$ cat src/rtl/qrpm_pkg.sv
package qrpm_pkg;

   localparam int FRAC_BITS = 16;
   localparam int GAIN_FRAC = 12;
   localparam int DT_FRAC   = 16;
   localparam int INV_FRAC  = 8;

   localparam int DATA_W    = 24;
   localparam int NUM_IN    = 7;
   localparam int NUM_OUT   = 4;
   localparam int GAIN_W    = 16;
   localparam int GAINS_W   = 3 * GAIN_W;
   localparam int STEP_W    = 16;
   localparam int CSR_IDX_W = 3;

   localparam int ERR_W     = DATA_W + 1;
   localparam int DIFF_W    = ERR_W + 1;
   localparam int PERR_W    = FRAC_BITS + 2;
   localparam int INTEG_W   = 40;
   localparam int DERIV_W   = 42;
   localparam int MUL_A_W   = 24;
   localparam int MUL_B_W   = 27;
   localparam int PROD_W    = MUL_A_W + 1 + MUL_B_W;
   localparam int SPLIT     = 21;
   localparam int ACC_W     = 60;
   localparam int PID_W     = ACC_W - GAIN_FRAC;
   localparam int MIX_W     = 51;

   localparam logic signed [ERR_W:0] UNITY =
      {{(ERR_W - FRAC_BITS){1'b0}}, 1'b1, {FRAC_BITS{1'b0}}};

   localparam logic [STEP_W-1:0] STEP_TIME_RST = 16'd2097;
   localparam logic [DATA_W-1:0] INV_STEP_RST  = 24'd8000;
   localparam logic [DATA_W-1:0] MOTOR_MIN_RST = 24'd3624141;
   localparam logic [DATA_W-1:0] MOTOR_MAX_RST = 24'd3636592;

   localparam logic [CSR_IDX_W-1:0] CSR_ROLL_GAINS  = 3'd0;
   localparam logic [CSR_IDX_W-1:0] CSR_PITCH_GAINS = 3'd1;
   localparam logic [CSR_IDX_W-1:0] CSR_YAW_GAINS   = 3'd2;
   localparam logic [CSR_IDX_W-1:0] CSR_STEP_TIME   = 3'd3;
   localparam logic [CSR_IDX_W-1:0] CSR_INV_STEP    = 3'd4;
   localparam logic [CSR_IDX_W-1:0] CSR_MOTOR_MIN   = 3'd5;
   localparam logic [CSR_IDX_W-1:0] CSR_MOTOR_MAX   = 3'd6;

   localparam logic [2:0] OP_INT   = 3'd0;
   localparam logic [2:0] OP_DER   = 3'd1;
   localparam logic [2:0] OP_KP    = 3'd2;
   localparam logic [2:0] OP_KI_LO = 3'd3;
   localparam logic [2:0] OP_KI_HI = 3'd4;
   localparam logic [2:0] OP_KD_LO = 3'd5;
   localparam logic [2:0] OP_KD_HI = 3'd6;
   localparam logic [2:0] OP_LAST  = OP_KD_HI;

   localparam logic [1:0] AXIS_ROLL  = 2'd0;
   localparam logic [1:0] AXIS_PITCH = 2'd1;
   localparam logic [1:0] AXIS_YAW   = 2'd2;
   localparam logic [1:0] AXIS_LAST  = AXIS_YAW;

   typedef struct packed {
      logic       load_en;
      logic       err_en;
      logic       mul_en;
      logic       use_en;
      logic       pid_en;
      logic       mix_en;
      logic [1:0] axis;
      logic [2:0] op;
   } cmd_type;

endpackage

$ cat src/rtl/qrpm_ctrl.sv
module qrpm_ctrl import qrpm_pkg::*; (
   input  logic    clock,
   input  logic    reset,
   input  logic    req_tvalid,
   output logic    req_tready,
   output logic    rsp_tvalid,
   input  logic    rsp_tready,
   output cmd_type cmd
);

   localparam logic [2:0] ST_IDLE = 3'd0;
   localparam logic [2:0] ST_ERR  = 3'd1;
   localparam logic [2:0] ST_MUL  = 3'd2;
   localparam logic [2:0] ST_USE  = 3'd3;
   localparam logic [2:0] ST_PID  = 3'd4;
   localparam logic [2:0] ST_MIX  = 3'd5;

   logic [2:0] state_ff, state_in;
   logic [1:0] axis_ff, axis_in;
   logic [2:0] op_ff, op_in;
   logic       rsp_valid_ff, rsp_valid_in;
   logic       mix_fire;

   assign mix_fire   = (state_ff == ST_MIX) && (!rsp_valid_ff || rsp_tready);
   assign req_tready = (state_ff == ST_IDLE);
   assign rsp_tvalid = rsp_valid_ff;

   always_comb begin
      cmd         = '0;
      cmd.load_en = (state_ff == ST_IDLE) && req_tvalid;
      cmd.err_en  = (state_ff == ST_ERR);
      cmd.mul_en  = (state_ff == ST_MUL);
      cmd.use_en  = (state_ff == ST_USE);
      cmd.pid_en  = (state_ff == ST_PID);
      cmd.mix_en  = mix_fire;
      cmd.axis    = axis_ff;
      cmd.op      = op_ff;
   end

   always_comb begin
      state_in = state_ff;
      axis_in  = axis_ff;
      op_in    = op_ff;
      unique case (state_ff)
         ST_IDLE: begin
            if (req_tvalid) begin
               state_in = ST_ERR;
               axis_in  = AXIS_ROLL;
            end
         end
         ST_ERR: begin
            state_in = ST_MUL;
            op_in    = OP_INT;
         end
         ST_MUL: state_in = ST_USE;
         ST_USE: begin
            if (op_ff == OP_LAST) begin
               state_in = ST_PID;
            end else begin
               state_in = ST_MUL;
               op_in    = op_ff + 3'd1;
            end
         end
         ST_PID: begin
            if (axis_ff == AXIS_LAST) begin
               state_in = ST_MIX;
            end else begin
               state_in = ST_ERR;
               axis_in  = axis_ff + 2'd1;
            end
         end
         ST_MIX: begin
            if (mix_fire) begin
               state_in = ST_IDLE;
            end
         end
         default: state_in = ST_IDLE;
      endcase
   end

   always_comb begin
      rsp_valid_in = rsp_valid_ff;
      if (rsp_valid_ff && rsp_tready) begin
         rsp_valid_in = 1'b0;
      end
      if (mix_fire) begin
         rsp_valid_in = 1'b1;
      end
   end

   always_ff @(posedge clock) begin
      if (reset) begin
         state_ff     <= ST_IDLE;
         axis_ff      <= AXIS_ROLL;
         op_ff        <= OP_INT;
         rsp_valid_ff <= 1'b0;
      end else begin
         state_ff     <= state_in;
         axis_ff      <= axis_in;
         op_ff        <= op_in;
         rsp_valid_ff <= rsp_valid_in;
      end
   end

   a_one_cmd: assert property (@(posedge clock) disable iff (reset)
      $onehot0({cmd.load_en, cmd.err_en, cmd.mul_en, cmd.use_en, cmd.pid_en, cmd.mix_en}))
      else $error("more than one datapath command");

   a_last_op: assert property (@(posedge clock) disable iff (reset)
      (state_ff == ST_USE && op_ff == OP_LAST) |=> (state_ff == ST_PID))
      else $error("last op did not close the axis");

   a_last_axis: assert property (@(posedge clock) disable iff (reset)
      (state_ff == ST_PID && axis_ff == AXIS_LAST) |=> (state_ff == ST_MIX))
      else $error("last axis did not go to mix");

   a_rsp_from_mix: assert property (@(posedge clock) disable iff (reset)
      $rose(rsp_valid_ff) |-> $past(state_ff == ST_MIX))
      else $error("result shown without a mix step");

endmodule

$ cat config.mk
export PLATFORM = sky130hd
export DESIGN_NAME = qrpm_ctrl
export DESIGN_NICKNAME = d
export VERILOG_FILES = /design/src/rtl/qrpm_pkg.sv /design/src/rtl/qrpm_ctrl.sv
export SDC_FILE = /design/constraint.sdc
export NUM_CORES = 1
export LEC_CHECK = 0
export ABC_AREA = 1
export BUFFER_PORTS_ARGS = -buffer_cell sky130_fd_sc_hd__buf_2
export CORE_AREA = 2 2 39 41
export DETAILED_ROUTE_END_ITERATION = 7
export DIE_AREA = 0 0 41 43
export PLACE_DENSITY = 0.65
export SETUP_SLACK_MARGIN = 0.3
export SLEW_MARGIN = 20
export SYNTH_ARGS = -nofsm -noshare
export SYNTH_HDL_FRONTEND = slang
export SYNTH_SLANG_ARGS = --single-unit
$ cat constraint.sdc
create_clock -name clock -period 3 [get_ports clock]
set_input_delay 0.6 -clock clock [delete_from_list [all_inputs] [get_ports clock]]
set_output_delay 0.6 -clock clock [all_outputs]
set_load 0.01 [all_outputs]
* Word level (Yosys, flattened, before mapping)
Index checks and enable logic that the tools add are counted.
** Word-level totals
- Register bits after elaboration :: 9
- Input port bits :: 4
- Output and inout bits :: 13
- Word-level logic and storage cells :: 41
** Operators by class
- Add/sub/neg operators :: 2
- Equal/unequal tests :: 11
- Multiplexer cells :: 12
- Reductions and logical operators :: 12
** Operator list (count)
- $pmux W3 S6 :: 1
- $mux W3 :: 5
- $eq A3 B3 Y1 const B :: 3
- $ne A2 B2 Y1 const B :: 4
- $eq A3 B2 Y1 const B :: 2
- $pmux W3 S2 :: 1
- $reduce_bool A2 Y1 :: 3
- $mux W2 :: 2
- $pmux W2 S2 :: 1
- $reduce_and A2 Y1 :: 2
- $add A3 B1 Y3 const B :: 1
- $eq A3 B1 Y1 const B :: 1
- $logic_and A1 B1 Y1 :: 3
- $logic_not A3 Y1 :: 1
- $reduce_and A3 Y1 :: 1
- $add A2 B1 Y2 const B :: 1
- $eq A2 B2 Y1 const B :: 1
- $mux W1 :: 2
- $logic_not A1 Y1 :: 1
- $logic_or A1 B1 Y1 :: 1

* Logic depth before layout (Yosys ltp)
Gate-level depths: netlist of run 1.
- Depth in word-level cells :: 5
- Depth in mapped cells :: 9
- Mapped depth without buffers :: 9

* Worst setup path before layout of run 1
No wires, ideal clock.
- Path kind :: input port to output port
- From :: in rsp_tready
- To :: out cmd[5] in the netlist's numbering
- Arrival :: 0.952 ns
- Required time :: 2.400 ns
- Path slack :: 1.448 ns
- Stages on the path :: 3
- Path through :: nor2_1 > nor2_1 > buf_4
** Between the ends
- Word-level cells in the longest chain between the ends :: 2
** Ends and longest elaborated chain
- start: declaration :: line qrpm_ctrl.sv:7 : input logic rsp_tready,
- $logic_or A1 B1 Y1 :: line qrpm_ctrl.sv:24 : assign mix_fire = (state_ff == ST_MIX) && (!rsp_valid_ff || rsp_tready);
- $logic_and A1 B1 Y1 :: line qrpm_ctrl.sv:24
- end: declaration :: line qrpm_ctrl.sv:8 : output cmd_type cmd
Every way passes these cells.

* Worst setup path in the final report of run 1
- From :: reg state_ff[2]
- To :: out req_tready
** Between the ends
- Word-level cells in the longest chain between the ends :: 1
** Ends and longest elaborated chain
- start: declaration :: line qrpm_ctrl.sv:18 : logic [2:0] state_ff, state_in;
- start signal: assignment :: line qrpm_ctrl.sv:98 : state_ff <= state_in;
- $logic_not A3 Y1 :: line qrpm_ctrl.sv:25 : assign req_tready = (state_ff == ST_IDLE);
- end: declaration :: line qrpm_ctrl.sv:5 : output logic req_tready,
Every way passes these cells.

==> reports/metrics.yaml, run 1 <==
grt_pass1_wl_um: 1720
cts_buffer_depth: 2
drv_cap: 0
clk_pin_slew_ns: 0.06
cts_sinks: 9
root_buffer: "clkbuf_4"
slew_violations: 0
clock_latency_ns: 0.27
wire_per_inst_um: 8.99
cp-startpoint: "state_ff[2]$_SDFFE_PP0P_"
ys_seq_area_share_pct: 33.7
timing.final.crit_share_pct: 62.0
initial_core_util_pct: 38.6
overflow: 0
synth_area_leaders: "dfxtp_1 (34%), inv_1 (12%), nand2_1 (11%), nor2_1 (7.7%), nand3_1 (7.5%)"
die_y_um: 43
reg2reg_from: "op_ff[0]$_SDFFE_PP0P_"
vias: 541
antenna_found_initial: 0
wl_met3_um: 94
tns_ns: 0
rows: 14
io_pins: 17
worstPathCellList: "inv_1 -> nand2_1 -> inv_1 -> buf_2"
synth.top_cell.area_share_pct: 33.7
grt_max_degree: 11
synth_area_leader_cell: "dfxtp_1"
crit_type: "reg -> out"
finClkSkew_ns: 0.00362
cp_slowest_cell: "dfxtp_1"
grt_setup_unrepaired: "no"
postRouteAntennaNets: 0
power_leakage_nw: 0.372
wl_um: 1050
critPathMaxStageDelay_ns: 0.54
setup_viol: 0
status: "complete, no violations"
routed.top_layer: "met4"
worst_path_most_repeated_cell: "inv_1"
post_cts_buffers: 0
yosys_register_bits: 9
num_antenna_cells: 0
relSlewSlack_pct: 75.7
layout-drive-gt1-share_pct: 24.8
yosys_warnings: 0
avgSynthCellArea_um2: 6.44
power.total_w: 0.000285
synthToLayoutAreaGrowth_pct: 21.3
cts_max_level: 1
gr-usage-all-layers_pct: 15.0
hold_buffers: 0
reg2reg_setup_slack_ns: 1.80
pwr_density_cell_nw_per_um2: 439
wl_met2_um: 484
drt_iter0_drc: 5
numPortBuffers: 16
cts_buffers: 3
dp_hpwl_um: 796
grt_pass1_vias: 446
irDropWorstVdd_uv: 227
cts_resized: 0
hp-class: "reg -> reg"
tritoncts: "built"
hold_viol_final: 0
ys_types: 17
start_kind: "flip-flop"
endpoint: "req_tready"
hold_slack_ns: 0.507
fin_nets: 109
regToRegEndpoint: "op_ff[0]$_SDFFE_PP0P_"
netlist_area_um2: 534
critPathArrivalTime_ns: 1.26
core_area_um2: 1380
fmax_mhz: 538
routedLengthMet1_um: 462
ff2ff_path_depth: 8
final_cell_mix: "inv_1 (17), buf_2 (16), nand2_1 (15)"
worst_slew_pin_slew_ns: 0.365
drc: 0
timing.final.crit_period_ns: 1.86
end_kind: "output pin"
cp_data_required_time_ns: 2.40
dr.pass1.iters: 3
via_per_inst: 4.62
crit_fanout: 10
die-area_um2: 1760
synthesis.nets: 90
routabilityCongestion: 0.739
final_common_cell: "inv_1"
syn-instance-count: 83
die_width_um: 41
cell type report:
class	instances	area, µm²
well taps	16	20.0
inverters	19	71.3
fillers	153	736
repair buffers	16	80.1
multi-input cells	53	270
flip-flops and latches	9	180
clock buffers	4	26.3
how the worst min path moves through the flow:
stage	from	endpoint	slack (ns)	cells past startpoint
detailed placement	axis_ff[0]$_SDFFE_PP0P_	axis_ff[0]$_SDFFE_PP0P_	0.50	2
global route	reset	state_ff[1]$_SDFFE_PP0P_	0.52	2
finish	op_ff[1]$_SDFFE_PP0P_	op_ff[1]$_SDFFE_PP0P_	0.51	2
floorplan	op_ff[1]$_SDFFE_PP0P_	op_ff[1]$_SDFFE_PP0P_	0.51	2
CTS	op_ff[1]$_SDFFE_PP0P_	op_ff[1]$_SDFFE_PP0P_	0.51	2
global placement	axis_ff[0]$_SDFFE_PP0P_	axis_ff[0]$_SDFFE_PP0P_	0.49	2
registers in the layout, summed over array words and instances (netlist names):
| signal | count |
|---|---|
| axis_ff | 2 |
| op_ff | 3 |
| rsp_tvalid | 1 |
| state_ff | 3 |
stage by stage:
step / cell area, µm² / setup slack, ns / utilization [%] / instances
detailed placement: 622 / 1.31 / 44.9 / 113
finish: 648 / 1.14 / 46.8 / 117
global route: 648 / 1.03 / 46.8 / 117
floorplan: 534 / 1.45 / - / 83
global placement: 622 / 1.34 / 44.9 / 113
CTS: 648 / 1.13 / 46.8 / 117
synth_stat cells, drive strengths merged:
cell type,count
nor3,2
nand4,2
dfxtp,9
nand2,15
a21oi,5
ha,3
o21ai,4
nor2,13
nand3,9
inv,19
buf,2
metal layers:
metal,global-route usage (%),up-vias
li1,-,296
met1,15.8,226
met2,22.8,16
met3,9.42,3
met4,6.00,0
met5,0,-
where the power goes:
part / total (W) / internal [W] / switching, W
Sequential: 0.000132 / 0.000125 / 0.00000701
Clock: 0.0000987 / 0.0000515 / 0.0000472
Combinational: 0.0000534 / 0.0000206 / 0.0000329
kinds of logic (layout without fill, tap and decap cells):
kind of cell / after synthesis / in the layout / synth area share, %
AND/OR/NAND/NOR: 41 / 41 / 35.1
buffers and inverters: 21 / 39 / 15.7
AO/OA/AOI/OAI: 9 / 9 / 8.43
flip-flops: 9 / 9 / 33.7
adder cells (fa/ha/maj): 3 / 3 / 7.03
critical path, delay by kind of cell, from the launching register on:
kind	cells	cell delay, ns
flip-flops	1	0.54
buffers and inverters	3	0.31
AND/OR/NAND/NOR	1	0.14
Power figures use the tool's default switching activity.
==> inputs of run 2 (changes only) <==
--- a/config.mk
+++ b/config.mk
@@ -10,7 +10,7 @@
 export CORE_AREA = 2 2 39 41
 export DETAILED_ROUTE_END_ITERATION = 7
 export DIE_AREA = 0 0 41 43
-export PLACE_DENSITY = 0.65
+export PLACE_DENSITY = 0.68
 export SETUP_SLACK_MARGIN = 0.3
 export SLEW_MARGIN = 20
 export SYNTH_ARGS = -nofsm -noshare
==> constraint.sdc (replaced) <==
create_clock -name clock -period 1.55 [get_ports clock]
set_input_delay 0.31 -clock clock [delete_from_list [all_inputs] [get_ports clock]]
set_output_delay 0.31 -clock clock [all_outputs]
set_load 0.01 [all_outputs]
==> reports/metrics.yaml, run 2 (synthesized netlist as in run 1, its figures left out) <==
multi_input_area_um2: 310
die_y_um: 43
ff2ff_path_depth: 9
slew_violations: 0
clock_latency_ns: 0.26
antenna_found_initial: 0
regToRegEndpoint: "rsp_tvalid$_SDFFE_PP0P_"
cts_max_level: 1
layout-drive-gt1-share_pct: 49.6
initial_core_util_pct: 38.6
grt_pass1_vias: 518
regArea_um2: 194
grt_pass1_wl_um: 2010
p_int_w: 0.000411
status: "complete, no violations"
cts_sinks: 9
setup_viol: 0
dp_hpwl_um: 839
fmax_mhz: 746
postRouteAntennaNets: 0
dr.pass1.iters: 4
fillers: 127
synthToLayoutAreaGrowth_pct: 53.6
power_leakage_nw: 0.441
dpl_cell_area_um2: 622
end_kind: "output pin"
final_cell_mix: "buf_2 (14), inv_1 (12), nand2_1 (12)"
vias: 598
hp-class: "in -> reg"
fin_util_pct: 59.3
pre_cts_slack_ns: 0.255
hold_slack_ns: 0.257
power.switching_w: 0.000181
drt_iter0_drc: 16
timing.final.crit_share_pct: 86.5
clock_power_share_pct: 31.0
clk_pin_slew_ns: 0.06
design_area_um2: 821
die_width_um: 41
gr-usage-all-layers_pct: 16.6
drv_cap: 0
p_comb_share_pct: 25.1
finClkSkew_ns: 0.000894
start_kind: "flip-flop"
fin_nets: 121
tns_ns: 0
reg2reg_from: "rsp_tvalid$_SDFFE_PP0P_"
root_buffer: "clkbuf_4"
holdPathEnd: "rsp_tvalid$_SDFFE_PP0P_"
sequentialPowerShare_pct: 43.9
routabilityCongestion: 0.728
pwr_density_cell_nw_per_um2: 721
final_common_cell: "buf_2"
min_from: "reset"
cts_buffers: 3
numPortBuffers: 16
crit_fanout: 7
overflow: 0
core_area_um2: 1380
critPathArrivalTime_ns: 1.03
relSlewSlack_pct: 87.1
wire_per_inst_um: 10.6
cts_buffer_depth: 2
drc: 0
irDropWorstVdd_uv: 473
wl_um: 1370
num_antenna_cells: 0
via_per_inst: 4.64
tritoncts: "built"
rows: 14
crit_type: "reg -> out"
worst_slack_ns: 0.209
swShare_pct: 30.5
grt_setup_unrepaired: "yes"
worst_slew_pin_slew_ns: 0.193
reg2reg_setup_slack_ns: 0.31
hold_viol_final: 0
grt_max_degree: 8
io_pins: 17
die-area_um2: 1760
reg_top3: "op_ff: 3 flops, state_ff: 3 flops, axis_ff: 2 flops"
timing.final.crit_period_ns: 1.34
cp_data_required_time_ns: 1.24
whs_path_depth: 2
## run 2: how the worst max path moves through the flow
stage	startpoint	end	slack [ns]	cells after the start
global route	state_ff[1]$_SDFFE_PP0P_	cmd[10]	0.16	4
floorplan	op_ff[0]$_SDFFE_PP0P_	op_ff[0]$_SDFFE_PP0P_	0.37	8
global placement	state_ff[2]$_SDFFE_PP0P_	cmd[6]	0.29	3
detailed placement	state_ff[2]$_SDFFE_PP0P_	cmd[6]	0.25	3
finish	state_ff[2]$_SDFFE_PP0P_	cmd[6]	0.21	3
CTS	state_ff[0]$_SDFFE_PP0P_	cmd[9]	0.20	5
## run 2: what timing repair did
item                                    in CTS  in global routing
endpoints found under the setup margin       7                 12
hold buffers                                 0                  0
setup buffers                               10                  2
pin swaps                                    3                  5
gates cloned                                 0                  0
resized for setup                           13                 19
## run 2: critical path: stages (launching register included)
cell and delay (ns):
dfxtp_4 0.40, inv_2 0.07, nor3_1 0.14, buf_2 0.16
## run 2: metal layers
metal | vias up | wire length (µm) | share of wire [%] | global-route usage [%]
li1 | 318 | - | - | -
met1 | 262 | 598 | 44 | 20.3
met2 | 16 | 690 | 50 | 26.3
met3 | 2 | 61 | 4.5 | 3.66
met4 | 0 | 19 | 1.4 | 8.00
met5 | - | 0 | 0 | 0
## run 2: power groups by stage
stage | clock, W | combinational [W] | sequential [W]
6_report | 0.000183 | 0.000149 | 0.000260
5_1_grt | 0.000204 | 0.000167 | 0.000262
4_1_cts | 0.000188 | 0.000129 | 0.000259
3_5_place_dp | 0 | 0.000105 | 0.000262
3_3_place_gp | 0 | 0.000104 | 0.000262
2_1_floorplan | 0 | 0.0000683 | 0.000262
## run 2: cell type report
class                   count  share of cell area [%]
flip-flops and latches      9                    23.6
inverters                  19                    9.30
clock buffers               4                    3.20
multi-input cells          53                    37.8
well taps                  16                    2.44
repair buffers             28                    23.6
## run 2: metrics by stage
step | total power, W | std cells
final | 0.000592 | 129
after global routing | 0.000633 | 129
after CTS | 0.000576 | 127
after detailed placement | 0.000367 | 113
after global placement | 0.000366 | 113
after floorplan | 0.000331 | 83
